===== src/sv/fbps_pkg.sv =====
`default_nettype none

package fbps_pkg;

	localparam int BUS_ADDR_W  = 24;
	localparam int WORD_W      = 16;
	localparam int CFG_DATA_W  = 25;
	localparam int CFG_INDEX_W = 3;
	localparam int MAX_RESULTS = 7;
	localparam int RES_IDX_W   = $clog2(MAX_RESULTS);

	// Result operation codes.
	localparam logic [1:0] OP_WRITE  = 2'd0;
	localparam logic [1:0] OP_READ   = 2'd1;
	localparam logic [1:0] OP_FINISH = 2'd2;
	localparam logic [1:0] OP_ERROR  = 2'd3;

	// Input command codes.
	localparam logic CMD_DATA   = 1'b0;
	localparam logic CMD_STATUS = 1'b1;

	// Configuration register indexes.
	localparam logic [CFG_INDEX_W-1:0] REG_START_ADDRESS = 3'd0;
	localparam logic [CFG_INDEX_W-1:0] REG_TOTAL_LENGTH  = 3'd1;
	localparam logic [CFG_INDEX_W-1:0] REG_SECTOR_LOG2   = 3'd2;
	localparam logic [CFG_INDEX_W-1:0] REG_BUFFER_WORDS  = 3'd3;
	localparam logic [CFG_INDEX_W-1:0] REG_POLL_LIMIT    = 3'd4;

	// Flash command cycles.
	localparam logic [BUS_ADDR_W-1:0] UNLOCK1_ADDR = 24'h000555;
	localparam logic [WORD_W-1:0]     UNLOCK1_DATA = 16'h00aa;
	localparam logic [BUS_ADDR_W-1:0] UNLOCK2_ADDR = 24'h0002aa;
	localparam logic [WORD_W-1:0]     UNLOCK2_DATA = 16'h0055;
	localparam logic [WORD_W-1:0]     CMD_WRITE_BUFFER = 16'h0025;
	localparam logic [WORD_W-1:0]     CMD_CONFIRM      = 16'h0029;
	localparam int                    STATUS_BIT       = 7;

	typedef struct packed {
		logic              command;
		logic [WORD_W-1:0] word_value;
	} fbps_item_t;

	typedef struct packed {
		logic [1:0]            operation;
		logic [BUS_ADDR_W-1:0] bus_address;
		logic [WORD_W-1:0]     bus_data;
		logic                  timed_out;
		logic                  run_done;
		logic                  last_of_run;
	} fbps_result_t;

	typedef struct packed {
		logic [23:0] start_address;
		logic [24:0] total_length;
		logic [4:0]  sector_words_log2;
		logic [5:0]  buffer_words;
		logic [4:0]  poll_limit;
	} fbps_cfg_t;

	function automatic fbps_result_t make_result(input logic [1:0] op,
			input logic [BUS_ADDR_W-1:0] addr, input logic [WORD_W-1:0] data,
			input logic to, input logic rd);
		fbps_result_t r;
		r.operation   = op;
		r.bus_address = addr;
		r.bus_data    = data;
		r.timed_out   = to;
		r.run_done    = rd;
		r.last_of_run = 1'b0;
		return r;
	endfunction

endpackage

`default_nettype wire


===== src/sv/fbps_emit.sv =====
`default_nettype none

module fbps_emit (
	input  wire logic                 clk,
	input  wire logic                 arst_n,
	input  wire logic                 load,
	input  wire fbps_pkg::fbps_result_t load_res [fbps_pkg::MAX_RESULTS],
	output logic                      ready,
	output logic                      result_valid,
	input  wire logic                 result_stall,
	output fbps_pkg::fbps_result_t    result
);
	import fbps_pkg::*;

	logic                 valid_q;
	logic [RES_IDX_W-1:0] idx_q;
	fbps_result_t         res_q [MAX_RESULTS];
	fbps_result_t         head;
	logic                 take;

	assign head  = res_q[idx_q];
	assign take  = valid_q && !result_stall;
	// The buffer frees up in the same cycle its final result is taken.
	assign ready = !valid_q || (take && head.last_of_run);

	assign result_valid = valid_q;
	assign result       = head;

	always_ff @(posedge clk or negedge arst_n) begin
		if (!arst_n) begin
			valid_q <= 1'b0;
			idx_q   <= '0;
		end else if (ready) begin
			valid_q <= load;
			idx_q   <= '0;
		end else if (take) begin
			idx_q <= idx_q + RES_IDX_W'(1);
		end
	end

	always_ff @(posedge clk) begin
		if (ready && load) begin
			res_q <= load_res;
		end
	end

endmodule

`default_nettype wire


===== src/sv/flash_buffer_program_sequencer.sv =====
`default_nettype none

// NOR flash write-buffer programming sequencer. Each accepted item is a data word to
// program or a status word read back; it is turned into one to seven result transactions
// (bus writes, read requests, a chunk-finished marker or an error), and last_of_run marks
// the final one. Results leave one per cycle while result_stall is low. An item has one
// result for a middle data word, a poll reply or an error, five for the first word of a
// longer chunk, three for the last word of a chunk and seven for a one-word chunk; the
// result buffer takes the next item in the cycle the previous item's last result is
// taken. Writing any of the five configuration registers restarts the run from
// start_address; writes are to be made while no transaction is in flight.
module flash_buffer_program_sequencer #(
	parameter int ADDRESS_BITS     = 24,
	parameter int MAX_BUFFER_WORDS = 32
) (
	input  wire logic                                 clk,
	input  wire logic                                 arst_n,
	input  wire logic                                 item_valid,
	output logic                                      item_stall,
	input  wire fbps_pkg::fbps_item_t                 item,
	output logic                                      result_valid,
	input  wire logic                                 result_stall,
	output fbps_pkg::fbps_result_t                    result,
	input  wire logic                                 cfg_we,
	input  wire logic [fbps_pkg::CFG_INDEX_W-1:0]     cfg_index,
	input  wire logic [fbps_pkg::CFG_DATA_W-1:0]      cfg_wdata
);
	import fbps_pkg::*;

	localparam int AB  = ADDRESS_BITS;
	localparam int LGW = $clog2(ADDRESS_BITS + 1);
	localparam int CW  = $clog2(MAX_BUFFER_WORDS + 1);

	typedef enum logic [3:0] {
		PH_IDLE = 4'b0001,
		PH_LOAD = 4'b0010,
		PH_POLL = 4'b0100,
		PH_DONE = 4'b1000
	} phase_t;

	function automatic logic [AB-1:0] sector_offset_bits(input logic [4:0] swl);
		logic [LGW-1:0] lg;
		lg = (32'(swl) > AB) ? LGW'(AB) : LGW'(swl);
		return AB'(((AB + 1)'(1) << lg) - (AB + 1)'(1));
	endfunction

	fbps_cfg_t      cfg_q, cfg_n;
	logic           cfg_hit;

	logic [AB-1:0]  next_address_q, next_address_n;
	logic [AB-1:0]  sector_base_q, sector_base_n;
	logic [24:0]    words_remaining_q, words_remaining_n;
	logic [CW-1:0]  chunk_left_q, chunk_left_n;
	logic           last_bit_seven_q, last_bit_seven_n;
	logic [4:0]     poll_count_q, poll_count_n;
	phase_t         phase_q, phase_n;

	logic [AB-1:0]  start_addr;
	logic           accept;
	logic           buf_ready;
	fbps_result_t   res [MAX_RESULTS];

	// Step logic signals.
	logic [AB-1:0]        mask;
	logic [AB:0]          room;
	logic [CW-1:0]        bw, wl, chunk_cur, chunk_after;
	logic [2:0]           pos;
	logic [RES_IDX_W-1:0] last_idx;
	logic [4:0]           lim;
	logic                 match;
	logic                 done;

	assign accept     = item_valid && buf_ready;
	assign item_stall = !buf_ready;

	// Configuration: next register image, and the run restart state derived from it.
	always_comb begin
		cfg_n   = cfg_q;
		cfg_hit = 1'b0;
		if (cfg_we) begin
			unique case (cfg_index)
				REG_START_ADDRESS: begin
					cfg_n.start_address = cfg_wdata[23:0];
					cfg_hit = 1'b1;
				end
				REG_TOTAL_LENGTH: begin
					cfg_n.total_length = cfg_wdata[24:0];
					cfg_hit = 1'b1;
				end
				REG_SECTOR_LOG2: begin
					cfg_n.sector_words_log2 = cfg_wdata[4:0];
					cfg_hit = 1'b1;
				end
				REG_BUFFER_WORDS: begin
					cfg_n.buffer_words = cfg_wdata[5:0];
					cfg_hit = 1'b1;
				end
				REG_POLL_LIMIT: begin
					cfg_n.poll_limit = cfg_wdata[4:0];
					cfg_hit = 1'b1;
				end
				default: ;
			endcase
		end
	end

	assign start_addr = AB'(cfg_n.start_address);

	// One item's worth of work: the result list and the next state.
	always_comb begin
		next_address_n    = next_address_q;
		sector_base_n     = sector_base_q;
		words_remaining_n = words_remaining_q;
		chunk_left_n      = chunk_left_q;
		last_bit_seven_n  = last_bit_seven_q;
		poll_count_n      = poll_count_q;
		phase_n           = phase_q;
		for (int i = 0; i < MAX_RESULTS; i++) begin
			res[i] = make_result(OP_WRITE, '0, '0, 1'b0, 1'b0);
		end

		mask = sector_offset_bits(cfg_q.sector_words_log2);

		if (cfg_q.buffer_words == 6'd0) begin
			bw = CW'(1);
		end else if (32'(cfg_q.buffer_words) > MAX_BUFFER_WORDS) begin
			bw = CW'(MAX_BUFFER_WORDS);
		end else begin
			bw = CW'(cfg_q.buffer_words);
		end
		wl = (words_remaining_q < 25'(bw)) ? CW'(words_remaining_q) : bw;
		// Words left before the sector boundary, never zero.
		room = (AB + 1)'(mask) - (AB + 1)'(next_address_q & mask) + (AB + 1)'(1);
		if (room < (AB + 1)'(wl)) begin
			wl = CW'(room);
		end
		if (wl == '0) begin
			wl = CW'(1);
		end

		lim   = (cfg_q.poll_limit == 5'd0) ? 5'd1 : cfg_q.poll_limit;
		match = item.word_value[STATUS_BIT] == last_bit_seven_q;
		done  = words_remaining_q == 25'd0;

		pos         = 3'd0;
		last_idx    = '0;
		chunk_cur   = chunk_left_q;
		chunk_after = chunk_left_q;

		if (item.command == CMD_DATA &&
				(phase_q == PH_IDLE || phase_q == PH_LOAD)) begin
			if (phase_q == PH_IDLE) begin
				res[0] = make_result(OP_WRITE, UNLOCK1_ADDR, UNLOCK1_DATA, 1'b0, 1'b0);
				res[1] = make_result(OP_WRITE, UNLOCK2_ADDR, UNLOCK2_DATA, 1'b0, 1'b0);
				res[2] = make_result(OP_WRITE, BUS_ADDR_W'(sector_base_q),
					CMD_WRITE_BUFFER, 1'b0, 1'b0);
				res[3] = make_result(OP_WRITE, BUS_ADDR_W'(sector_base_q),
					WORD_W'(wl - CW'(1)), 1'b0, 1'b0);
				pos       = 3'd4;
				chunk_cur = wl;
			end
			res[pos] = make_result(OP_WRITE, BUS_ADDR_W'(next_address_q),
				item.word_value, 1'b0, 1'b0);
			last_idx          = RES_IDX_W'(pos);
			next_address_n    = next_address_q + AB'(1);
			last_bit_seven_n  = item.word_value[STATUS_BIT];
			words_remaining_n = done ? words_remaining_q : words_remaining_q - 25'd1;
			chunk_after       = chunk_cur - CW'(1);
			chunk_left_n      = chunk_after;
			phase_n           = PH_LOAD;
			if (chunk_after == '0) begin
				res[pos + 3'd1] = make_result(OP_WRITE, BUS_ADDR_W'(sector_base_q),
					CMD_CONFIRM, 1'b0, 1'b0);
				res[pos + 3'd2] = make_result(OP_READ, BUS_ADDR_W'(next_address_q),
					'0, 1'b0, 1'b0);
				last_idx     = RES_IDX_W'(pos + 3'd2);
				poll_count_n = 5'd1;
				phase_n      = PH_POLL;
			end
		end else if (item.command == CMD_STATUS && phase_q == PH_POLL) begin
			if (match || poll_count_q >= lim) begin
				res[0] = make_result(OP_FINISH, '0, '0, !match, done);
				sector_base_n = next_address_q & ~mask;
				poll_count_n  = 5'd0;
				phase_n       = done ? PH_DONE : PH_IDLE;
			end else begin
				res[0] = make_result(OP_READ, BUS_ADDR_W'(next_address_q - AB'(1)),
					'0, 1'b0, 1'b0);
				poll_count_n = poll_count_q + 5'd1;
			end
		end else begin
			// A data word outside loading, or a status reply outside polling.
			res[0] = make_result(OP_ERROR, '0, '0, 1'b0, 1'b0);
		end

		res[last_idx].last_of_run = 1'b1;
	end

	always_ff @(posedge clk or negedge arst_n) begin
		if (!arst_n) begin
			cfg_q.start_address     <= 24'd0;
			cfg_q.total_length      <= 25'd0;
			cfg_q.sector_words_log2 <= 5'd16;
			cfg_q.buffer_words      <= 6'd32;
			cfg_q.poll_limit        <= 5'd5;
			next_address_q          <= '0;
			sector_base_q           <= '0;
			words_remaining_q       <= '0;
			chunk_left_q            <= '0;
			last_bit_seven_q        <= 1'b0;
			poll_count_q            <= '0;
			phase_q                 <= PH_DONE;
		end else if (cfg_hit) begin
			cfg_q             <= cfg_n;
			next_address_q    <= start_addr;
			sector_base_q     <= start_addr & ~sector_offset_bits(cfg_n.sector_words_log2);
			words_remaining_q <= cfg_n.total_length;
			chunk_left_q      <= '0;
			last_bit_seven_q  <= 1'b0;
			poll_count_q      <= '0;
			phase_q           <= (cfg_n.total_length == 25'd0) ? PH_DONE : PH_IDLE;
		end else if (accept) begin
			next_address_q    <= next_address_n;
			sector_base_q     <= sector_base_n;
			words_remaining_q <= words_remaining_n;
			chunk_left_q      <= chunk_left_n;
			last_bit_seven_q  <= last_bit_seven_n;
			poll_count_q      <= poll_count_n;
			phase_q           <= phase_n;
		end
	end

	fbps_emit u_emit (
		.clk          (clk),
		.arst_n       (arst_n),
		.load         (item_valid),
		.load_res     (res),
		.ready        (buf_ready),
		.result_valid (result_valid),
		.result_stall (result_stall),
		.result       (result)
	);

endmodule

`default_nettype wire


===== config.mk =====
export PLATFORM = sky130hd
export DESIGN_NAME = flash_buffer_program_sequencer
export DESIGN_NICKNAME = d
export VERILOG_FILES = /design/src/sv/fbps_pkg.sv /design/src/sv/fbps_emit.sv /design/src/sv/flash_buffer_program_sequencer.sv
export SDC_FILE = /design/constraint.sdc
export NUM_CORES = 1
export LEC_CHECK = 0
export ABC_AREA = 1
export BUFFER_PORTS_ARGS = -buffer_cell sky130_fd_sc_hd__buf_2
export CORE_ASPECT_RATIO = 0.5
export CORE_MARGIN = 2
export CORE_UTILIZATION = 50
export DETAILED_ROUTE_END_ITERATION = 8
export PLACE_DENSITY = 0.74
export SYNTH_ARGS = -nofsm -noshare
export SYNTH_HDL_FRONTEND = slang
export SYNTH_SLANG_ARGS = --single-unit

===== constraint.sdc =====
create_clock -name clk -period 11.5 [get_ports clk]
set_input_delay 1.15 -clock clk [delete_from_list [all_inputs] [get_ports clk]]
set_output_delay 1.15 -clock clk [all_outputs]
set_load 0.01 [all_outputs]

; ---- Yosys cells after proc, flatten, opt, wreduce, memory -nomap -nowiden
; Cells that the tools add are included.
[op_classes]
n_bitwise = 11
eq_ne = 11
n_shift = 2
add_sub_neg = 13
n_mux = 78
magnitude_cmp = 15
reduce_logical = 38
[ops]
columns = cell, count
row1 = $bwmux 315, 4
row2 = $demux 45 s3, 4
row3 = $mux 45, 8
row4 = $mux 315, 1
row5 = $mux 270, 1
row6 = $mux 24, 9
row7 = $mux 180, 1
row8 = $mux 165, 1
row9 = $bmux 45 s3, 1
row10 = $mux 25, 5
row11 = $and 24x24->24, 3
row12 = $mux 6, 11
row13 = $mux 65, 1
row14 = $mux 5, 11
row15 = $logic_not 25->1, 2
row16 = $lt 25x6->1, 2
row17 = $not 24->24, 2
row18 = $shl 1x5->24 const A, 2
row19 = $sub 24x2->24 const B, 2
row20 = $mux 4, 7
row21 = $add 25x1->25 const B, 1
row22 = $sub 24x24->25, 1
row23 = $sub 25x1->25 const B, 1
row24 = $add 24x1->24 const B, 1
row25 = other kinds (36), 86
[word_totals]
register_bits = 473
out_inout_bits = 47
in_bits = 50

; ---- Logic depth before layout (Yosys ltp)
; Gate-level depths: netlist of the first run.
[logic_depth]
ltp_word = 23
mapped_depth = 52
ltp_nobuf = 52

; ---- Cells and area by module
; Synthesis of the first run repeated with hierarchy kept, for this count alone.
[hier_totals]
hier_cells = 3212
hier_area_um2 = 26714.4
[modules_own_cells]
columns = mod, cells_each, n_inst, area_each_um2
row1 = flash_buffer_program_sequencer, 2260, 1, 14204.9
row2 = fbps_emit, 952, 1, 12509.5

; ---- Worst setup path before layout of the first run
; No wires, ideal clock.
[synth_timing]
path_kind = in2reg
from = input port result_stall
to = register words_remaining_q[18]
path_buffers = 2
slack_ns = -1.104
t_arrival_ns = 12.465
setup_ns = 0.139
cell_stages = 10
path_cell_list = inv_1 > a21oi_1 > nor2_1 > nor2_1 > nor2_1 > clkinv_1 > a21oi_1 > clkbuf_1 > clkbuf_1 > a31oi_1
[synth_between]
elab_chain_len = 7
[synth_lines]
columns = item, line
row1 = from (decl), flash_buffer_program_sequencer.sv:22  ; input wire logic result_stall,
row2 = $logic_not 1->1, fbps_emit.sv:22  ; assign take = valid_q && !result_stall;
row3 = $logic_and 1x1->1, fbps_emit.sv:22
row4 = $logic_and 1x1->1, fbps_emit.sv:24  ; assign ready = !valid_q || (take && head.last_of_run);
row5 = $logic_or 1x1->1, fbps_emit.sv:24
row6 = $logic_and 1x1->1, flash_buffer_program_sequencer.sv:73  ; assign accept = item_valid && buf_ready;
row7 = named net accept, flash_buffer_program_sequencer.sv:59  ; logic accept;
row8 = $reduce_bool 2->1 (no line), n/a
row9 = $reduce_and 3->1 (no line), n/a
row10 = to (signal assigned), flash_buffer_program_sequencer.sv:217  ; words_remaining_q <= cfg_n.total_length;
row11 = to (signal assigned), flash_buffer_program_sequencer.sv:225  ; words_remaining_q <= words_remaining_n;
row12 = to (decl), flash_buffer_program_sequencer.sv:52  ; logic [24:0] words_remaining_q, words_remaining_n;
; The timed path passes the listed nets, and every way through them passes these cells.
; A chain may end at the register's enable or synchronous reset.

; ---- Final worst setup path of the first run
[layout_timing]
from = register cfg_q[15] (netlist name)
to = register u_emit.res_q[222] (netlist name) (data pin)
[layout_between]
elab_chain_len = 20
elab_cells_between_ends = 22
classes_between = add/sub (4) / order compare (2) / shift (1) / mux (11) / bitwise (2) / reduce/logical (2)
[layout_lines]
columns = item, line
row1 = from (decl), flash_buffer_program_sequencer.sv:47  ; fbps_cfg_t cfg_q, cfg_n;
row2 = from (signal assigned), flash_buffer_program_sequencer.sv:214  ; cfg_q <= cfg_n;
row3 = $gt 5x5->1, flash_buffer_program_sequencer.sv:43  ; lg = (32'(swl) > AB) ? LGW'(AB) : LGW'(swl);
row4 = $mux 5 (*), flash_buffer_program_sequencer.sv:43
row5 = $shl 1x5->24 (*), flash_buffer_program_sequencer.sv:44  ; return AB'(((AB + 1)'(1) << lg) - (AB + 1)'(1));
row6 = $sub 24x2->24 (*), flash_buffer_program_sequencer.sv:44
row7 = $and 24x24->24, flash_buffer_program_sequencer.sv:133  ; room = (AB + 1)'(mask) - (AB + 1)'(next_address_q & mask) + (AB + 1)'(1);
row8 = $sub 24x24->25 (*), flash_buffer_program_sequencer.sv:133
row9 = $add 25x1->25 (*), flash_buffer_program_sequencer.sv:133
row10 = $lt 25x6->1, flash_buffer_program_sequencer.sv:134  ; if (room < (AB + 1)'(wl)) begin
row11 = (+4 left out), n/a
row12 = $mux 6 (*), flash_buffer_program_sequencer.sv:150  ; if (item.command == CMD_DATA &&
row13 = $sub 6x1->6 (*), flash_buffer_program_sequencer.sv:168  ; chunk_after = chunk_cur - CW'(1);
row14 = $logic_not 6->1 (*), flash_buffer_program_sequencer.sv:171  ; if (chunk_after == '0) begin
row15 = $mux 3, flash_buffer_program_sequencer.sv:171
row16 = $mux 3, flash_buffer_program_sequencer.sv:150
row17 = $not 3->4 (not written as such), flash_buffer_program_sequencer.sv:196  ; res[last_idx].last_of_run = 1'b1;
row18 = $demux 45 s3, flash_buffer_program_sequencer.sv:196
row19 = $bwmux 315 (*), flash_buffer_program_sequencer.sv:196
row20 = to (signal assigned), fbps_emit.sv:43  ; res_q <= load_res;
row21 = to (decl), fbps_emit.sv:17  ; fbps_result_t res_q [MAX_RESULTS];
; Mark *: on every way between the ends. The rest lies on a longest branch, timed or not. The select of a mux whose other input is x is not followed.

==> results.md, run 1 <==
* Status: complete, no violations
* Core ar. at between 40000 and 50000 um^2
* Vias per cell at just under 6
* Adder-cell area share of the yosys netlist at 0.0280
* Post-synthesis mux area share at 0.0124
* Final GP Congestion at a little under 1
* I/O Pins at 97
* Async SR Flop Fraction at 0.419
* Worst-path maximum fanout at 45
* Port bufs at 96
* Slowest-stage cell, CP: dfstp_2
* HP Start: cfg_q[44]
* XOR/XNOR share of the synthesized area at 0.0189
* Global-route wire length before repair at 105000 um
* Worst hold path depth at 2
* Ant diodes at 0
* WL per Instance at just under 20 um
* Peak supply drop at ~0.00013 V
* Synthesized instance count at about 2.7k
* Reg2reg start: cfg_q[15]
* Die W at 302 um
* Compound-Gate Fraction of Synth Area at 0.141
* Main synth FF type: edfxtp_1
* CTS max path bufs at 3
* Sequential share of the synthesized area at 0.475
* Area Growth Syn to Fin at 10.5%
* Largest net degree at the start of global routing at approximately 100
* Post-DP HPWL at approximately 47000 um
* Unrepaired setup endpoints after global routing: false
* GR Overflow Total at 0
* Row cnt at 54
* Avg Cell Area, Syn at about 8 um^2
* F_max at about 0.14 GHz
* All-layer global routing usage at 0.291
* DIE AREA at 46200 um^2
* H-Tree Depth at 2
* Simple-Gate Fraction of Synth Area at 0.235
* Clk_lat worst skew at around 0.56 ns
* Worst EP arrival at 7.79 ns
* Vias in the first global route at around 18k
* Syn Std Cell Area at between 20000 and 25000 um^2
* Routed wire length at 66800 um
* Initial antenna violation count at 5
* Worst hold endpoint: cfg_q[44]
* Critical Path Most Common Cell: nand2_1
* Max_cap viols at 0
* Worst R2R End: u_emit.res_q[222]
* CP endpoint kind: flop
* Post-CTS setup buffers at 0
* Layout cell share with drive strength beyond 1 at 0.0990
* Clock transition at the registers of the reported paths at ~0.08 ns
* Post-synth EDFFs at between 200 and 250
* Inserted Clock Buffers at 37
* Vias post-DR at between 15k and 20k
* Post-cts hold buffer count at 0
* Dpl ws at approximately 4.3 ns
* Clock Skew at roughly 0.025 ns
* Residual DRC at 0
* Initial drt markers at approximately 2.2k
* Final worst setup slack at approximately 4.1 ns
* Post-CTS Resized at 0
* Largest family of logic cells by synthesized area: simple AND/OR/NAND/NOR gates
* Seq cells post-synth at around 380
* Syn. warnings at 0
* Pleak at approximately 11 nW
* Final period utilization at 0.644
* Startpoint Class: flop
* PwrDens at roughly 270 nW/um^2
* Worst Tran Pin Value at around 1.1 ns
* CTS tree: yes
* TritonRoute pass-1 iters at 7
* Slew Viols, Final at 0
* Final setup violation count at 0
* Post-route setup TNS at 0 ns
* Initial Utilization at 0.508
* Clock tree root buffer cell: clkbuf_16
* Final hold violations at 0
* Synth cell types at between 70 and 80
* Slowest stage delay, CP at around 0.67 ns
* Slew HR at 0.287
* R2R depth at 43
* Final core utilization at 0.562
* Hold crit path type: reg -> reg
* CP required at between 10 and 15 ns
* Setup CP Type: reg -> reg
* Min Tclk post-route at roughly 7.4 ns
* Slack of the worst reg-to-reg path at a little over 4 ns
* DRT antenna net count at 0
* Placed cells at 3338
* Sink Count at about 380
* Die H at approximately 150 um
* Number of nets in the layout at between 2k and 3k
* Final cell count without fillers at 3406
[worst max-delay path by stage]
stage	to	startpoint	slack (ns)	cells past startpoint
final	u_emit.res_q[222]	cfg_q[15]	4.09	43
after global routing	u_emit.res_q[222]	cfg_q[15]	3.49	43
after CTS	u_emit.res_q[200]	cfg_q[15]	4.24	43
after detailed placement	u_emit.res_q[200]	cfg_q[15]	4.27	43
after global placement	u_emit.res_q[222]	cfg_q[15]	4.30	43
after floorplan	words_remaining_q[18]	result_stall	2.66	10
[worst max-delay path: cells and delay by family (launching register included)]
kind	cells	cell delay, ns
adder cells (fa/ha/maj)	3	0.81
AND/OR/NAND/NOR	30	4.37
XOR/XNOR	1	0.18
AO/OA/AOI/OAI	3	0.65
flip-flops	1	0.67
buffers and inverters	6	0.52
[synthesized netlist by cell type, types with 23 or more instances]
master | n | share of area
nor3_1 | 95 | 0.021
a21oi_1 | 81 | 0.018
nand3_1 | 144 | 0.032
o22ai_1 | 28 | 0.0079
mux2i_1 | 23 | 0.010
ha_1 | 48 | 0.027
nand2_1 | 539 | 0.091
nand4_1 | 38 | 0.011
dfrtp_1 | 153 | 0.17
clkbuf_1 | 100 | 0.017
xor2_1 | 37 | 0.015
a22oi_1 | 25 | 0.0085
edfxtp_1 | 219 | 0.30
a31oi_1 | 30 | 0.0085
nor2_1 | 360 | 0.061
inv_1 | 367 | 0.062
o21ai_0 | 197 | 0.044
o211ai_1 | 24 | 0.0081
[per-stage QoR]
step	area [um^2]	total power, mW	hold slack, ns
global route	24500	7.04	0.516
floorplan	22200	4.24	0.451
finish	24500	6.56	0.488
global placement	23200	5.14	0.464
detailed placement	23200	5.17	0.472
CTS	24500	6.53	0.489
[placed cells by master, fill, tap and decap left out, drive strengths merged, types with 83 or more instances in the layout]
cell / instances
o21ai: 206
edfxtp: 219
buf: 122
nand3: 148
nor2: 371
nor3: 98
dfrtp: 153
inv: 385
a21oi: 83
nand2: 545
[registers in the layout, summed over array words and instances, names as in the netlist]
register and flops:
words_remaining_q 25, last_bit_seven_q 1, u_emit.result_valid 1, chunk_left_q 6, cfg_q 65, sector_base_q 24, poll_count_q 5, next_address_q 24
u_emit.res_q 219, phase_q 4, u_emit.idx_q 3
[per-layer routing]
layer	GRT usage	share of wire	vias to the layer above
li1	-	-	9325
met1	0.424	0.44	9332
met2	0.441	0.43	886
met3	0.0732	0.11	110
met4	0.0592	0.020	6
met5	0	0.00055	-
[power breakdown]
group	internal, mW	total [mW]	leakage (nW)	switching [mW]
clock	0.787	1.35	0.661	0.568
combinational	0.975	3.14	6.24	2.17
sequential	1.82	2.06	4.01	0.244
total	3.58	6.56	10.9	2.98
[kinds of logic after synthesis]
group | after synthesis
compound gates | 500
xor+xnor | 48
fa+ha+maj | 49
buf+inv | 517
flops | 377
mux | 27
other cells | 1
simple gates | 1229
[final cells by class]
cell class | instances | area [um^2]
Clock buffer | 42 | 986
Timing Repair Buffer | 122 | 682
Fill cell | 4016 | 19100
Sequential cell | 377 | 10500
Tap cell | 588 | 736
Clock inverter | 26 | 354
Multi-Input combinational cell | 1855 | 9730
Inverter | 396 | 1490
(Power assumes the default switching activity.)
==> run 2, diff against run 1 <==
==> constraint.sdc (replaced) <==
create_clock -name clk -period 6.12 [get_ports clk]
set_input_delay 0.612 -clock clk [delete_from_list [all_inputs] [get_ports clk]]
set_output_delay 0.612 -clock clk [all_outputs]
set_load 0.01 [all_outputs]
==> run 2 against run 1 <==
Compared with the run above:
- combinational power up 120%
- first-iteration DRC count down 2.4%
- sequential power up 89%
- critical path depth up 6
- via count up 2.4%
- worst hold slack worse by 0.18 ns
- non-clock buffer count up 92
- register-to-register slack worse by 4.1 ns
- largest cell class unchanged
- highest routed layer unchanged
==> results.md, run 2 (synthesis results as in run 1) <==
* Status: complete, no violations
* Final GP Congestion at 0.986 (-0.90%)
* Max_cap viols at 0 (unchanged)
* TritonRoute pass-1 iters at 5 (-2)
* Reg power frac at 0.296 (-0.018)
* Initial antenna violation count at 3 (-2)
* Switching Power at 6.06 mW (+100%)
* WL per Instance at 19.6 um (about the same)
* Slew HR at 0.265 (-0.0223)
* Inserted Clock Buffers at 37 (unchanged)
* Startpoint Class: flop
* Vias post-DR at 20.1k (+2.4%)
* Min Tclk post-route at 6.10 ns (-1.31 ns)
* Number of nets in the layout at 2980 (+3.2%)
* H-Tree Depth at 2 (unchanged)
* Clock Power Share at 0.167 (-0.040)
* Port bufs at 96 (unchanged)
* HP Start: item_valid
* Slowest-stage cell, CP: dfstp_2
* Final hold violations at 0 (unchanged)
* Slowest stage delay, CP at 0.55 ns (-0.12 ns)
* Placement Cell Area at 23600 um^2 (+1.9%)
* Vias per cell at 5.76 (-0.21%)
* Biggest regs: u_emit.res_q: 219 flops, cfg_q: 65 flops, words_remaining_q: 25 flops
* F_max at 0.164 GHz (+21%)
* CTS tree: yes
* Die W at 302 um (unchanged)
* Reg2reg start: cfg_q[15]
* Clock Skew at 0.0251 ns (+0.000509 ns)
* Unrepaired setup endpoints after global routing: true
* Post-DP HPWL at 48100 um (+1.6%)
* Vias in the first global route at 18.7k (+2.8%)
* Worst EP arrival at 6.49 ns (-1.30 ns)
* Setup CP Type: reg -> reg
* Ant diodes at 0 (unchanged)
* WL met2 at 30200 um (+4.2%)
* Routed wire length at 68500 um (+2.6%)
* DRT antenna net count at 0 (unchanged)
* Comb pwr share at 0.536 (+0.057)
* Fin area at 25900 um^2 (+5.7%)
* Clk_lat worst skew at 0.56 ns (about the same)
* Final setup violation count at 0 (unchanged)
* Initial drt markers at 2188 (-2.4%)
* Clock tree root buffer cell: clkbuf_16
* DIE AREA at 46200 um^2 (unchanged)
* CP required at 6.51 ns (-5.37 ns)
* Total Power at 13.1 mW (+100%)
* Worst-path maximum fanout at 8 (-82%)
* CTS max path bufs at 3 (unchanged)
* Global-route wire length before repair at 105000 um (+0.32%)
* Switch share at 0.462 (+0.00757)
* PwrDens at 507 nW/um^2 (+89%)
* Sink Count at 377 (unchanged)
* Final worst setup slack at 0.0225 ns (-4.07 ns)
* Final period utilization at 0.996 (+0.352)
* Area Growth Syn to Fin at 16.8%
* Final cell count without fillers at 3495 (+2.6%)
* Pleak at 11.3 nW (+4.0%)
* Clock transition at the registers of the reported paths at 0.06 ns (-0.02 ns)
* GR Overflow Total at 0 (unchanged)
* All-layer global routing usage at 0.290 (-0.00103)
* Most common cell after layout, fill and taps aside: nand2_1
* Initial Utilization at 0.508 (unchanged)
* Crit. Startpoint: cfg_q[15]
* Largest net degree at the start of global routing at 168 (+62%)
* CP endpoint kind: flop
* Core ar. at 43600 um^2 (unchanged)
* Layout cell share with drive strength beyond 1 at 0.177 (+0.0778)
* Top Layer Used: met5
* Cell-internal power at 7.07 mW (+97%)
* Hold crit path type: in -> reg
* Biggest register: u_emit.res_q
* Die H at 153 um (unchanged)
* Slew Viols, Final at 0 (unchanged)
* Placed cells at 3389 (+1.5%)
* Largest register FFs at 219 (unchanged)
* Peak supply drop at 0.000315 V (+140%)
* I/O Pins at 97 (unchanged)
* Met3 WL at 6460 um (-11%)
* WHS at 0.313 ns (-0.175 ns)
* Dpl ws at -0.369 ns (-4.64 ns)
* Most frequent cells in the layout: 499 x nand2_1, 350 x inv_1, 310 x nor2_1, 219 x edfxtp_1, 190 x o21ai_0
* Row cnt at 54 (unchanged)
* Worst Tran Pin Value at 1.10 ns (+0.0334 ns)
* Metal-1 WL at 30000 um (+2.9%)
* Residual DRC at 0 (unchanged)
-- run 2: cell count changes in the layout (fill, tap and decap cells not counted), sizes merged --
cell | previous run | this run
buf | 122 | 212
bufinv | 7 | 0
clkbuf | 42 | 50
clkinv | 29 | 27
clkinvlp | 1 | 4
dlygate4sd3 | 0 | 1
inv | 385 | 381
-- run 2: area by class of cell --
class,instances,area (um^2)
fill,3865,17700
tap,588,736
clock buffer,49,1010
inverter,396,1500
clock inverter,16,105
sequential,377,10500
timing repair buffer,214,1500
multi-input combinational,1855,10500
-- run 2: metrics by stage --
step	TNS (ns)	util
after floorplan	0	-
after global placement	-17.75	0.541
after detailed placement	-28.58	0.541
after CTS	0	0.574
after global routing	-23.48	0.594
final	0	0.594
-- run 2: repair_timing --
| item | CTS | global route |
|---|---|---|
| hold buffers | 1 | 0 |
| cloned | 1 | 1 |
| pin swaps | 25 | 66 |
| resized for setup | 53 | 168 |
| buffers inserted | 8 | 30 |
| endpoints found under the setup margin | 110 | 111 |
| endpoints found under the hold margin | 12 | 0 |
-- run 2: final timing paths --
kind,to,slack (ns),depth (start not counted)
max reg2reg,u_emit.res_q[202],0.02,49
min,u_emit.result_valid,0.31,3
min in group asynchronous,words_remaining_q[19],0.56,2
max,u_emit.res_q[202],0.02,49
min reg2reg,cfg_q[41],0.48,2
max in group asynchronous,u_emit.idx_q[0],4.25,3
-- run 2: power groups by stage --
stage	combinational (mW)	sequential, mW	clock [mW]
after floorplan	4.22	3.71	0
after global placement	5.97	3.88	0
after detailed placement	6.06	3.90	0
after CTS	6.32	3.86	2.22
after global routing	7.74	3.94	2.31
final	7.04	3.89	2.20
-- run 2: critical path: cells and delay by family (launching register included) --
kind,cells,cell delay [ns]
AO/OA/AOI/OAI,2,0.30
XOR/XNOR,1,0.18
buffers and inverters,8,0.72
adder cells (fa/ha/maj),3,0.64
flip-flops,1,0.55
AND/OR/NAND/NOR,35,3.54
-- run 2: layer usage --
layer / track usage / vias up
li1: - / 9507
met1: 0.427 / 9593
met2: 0.439 / 884
met3: 0.0554 / 140
met4: 0.0780 / 6
met5: 0 / -
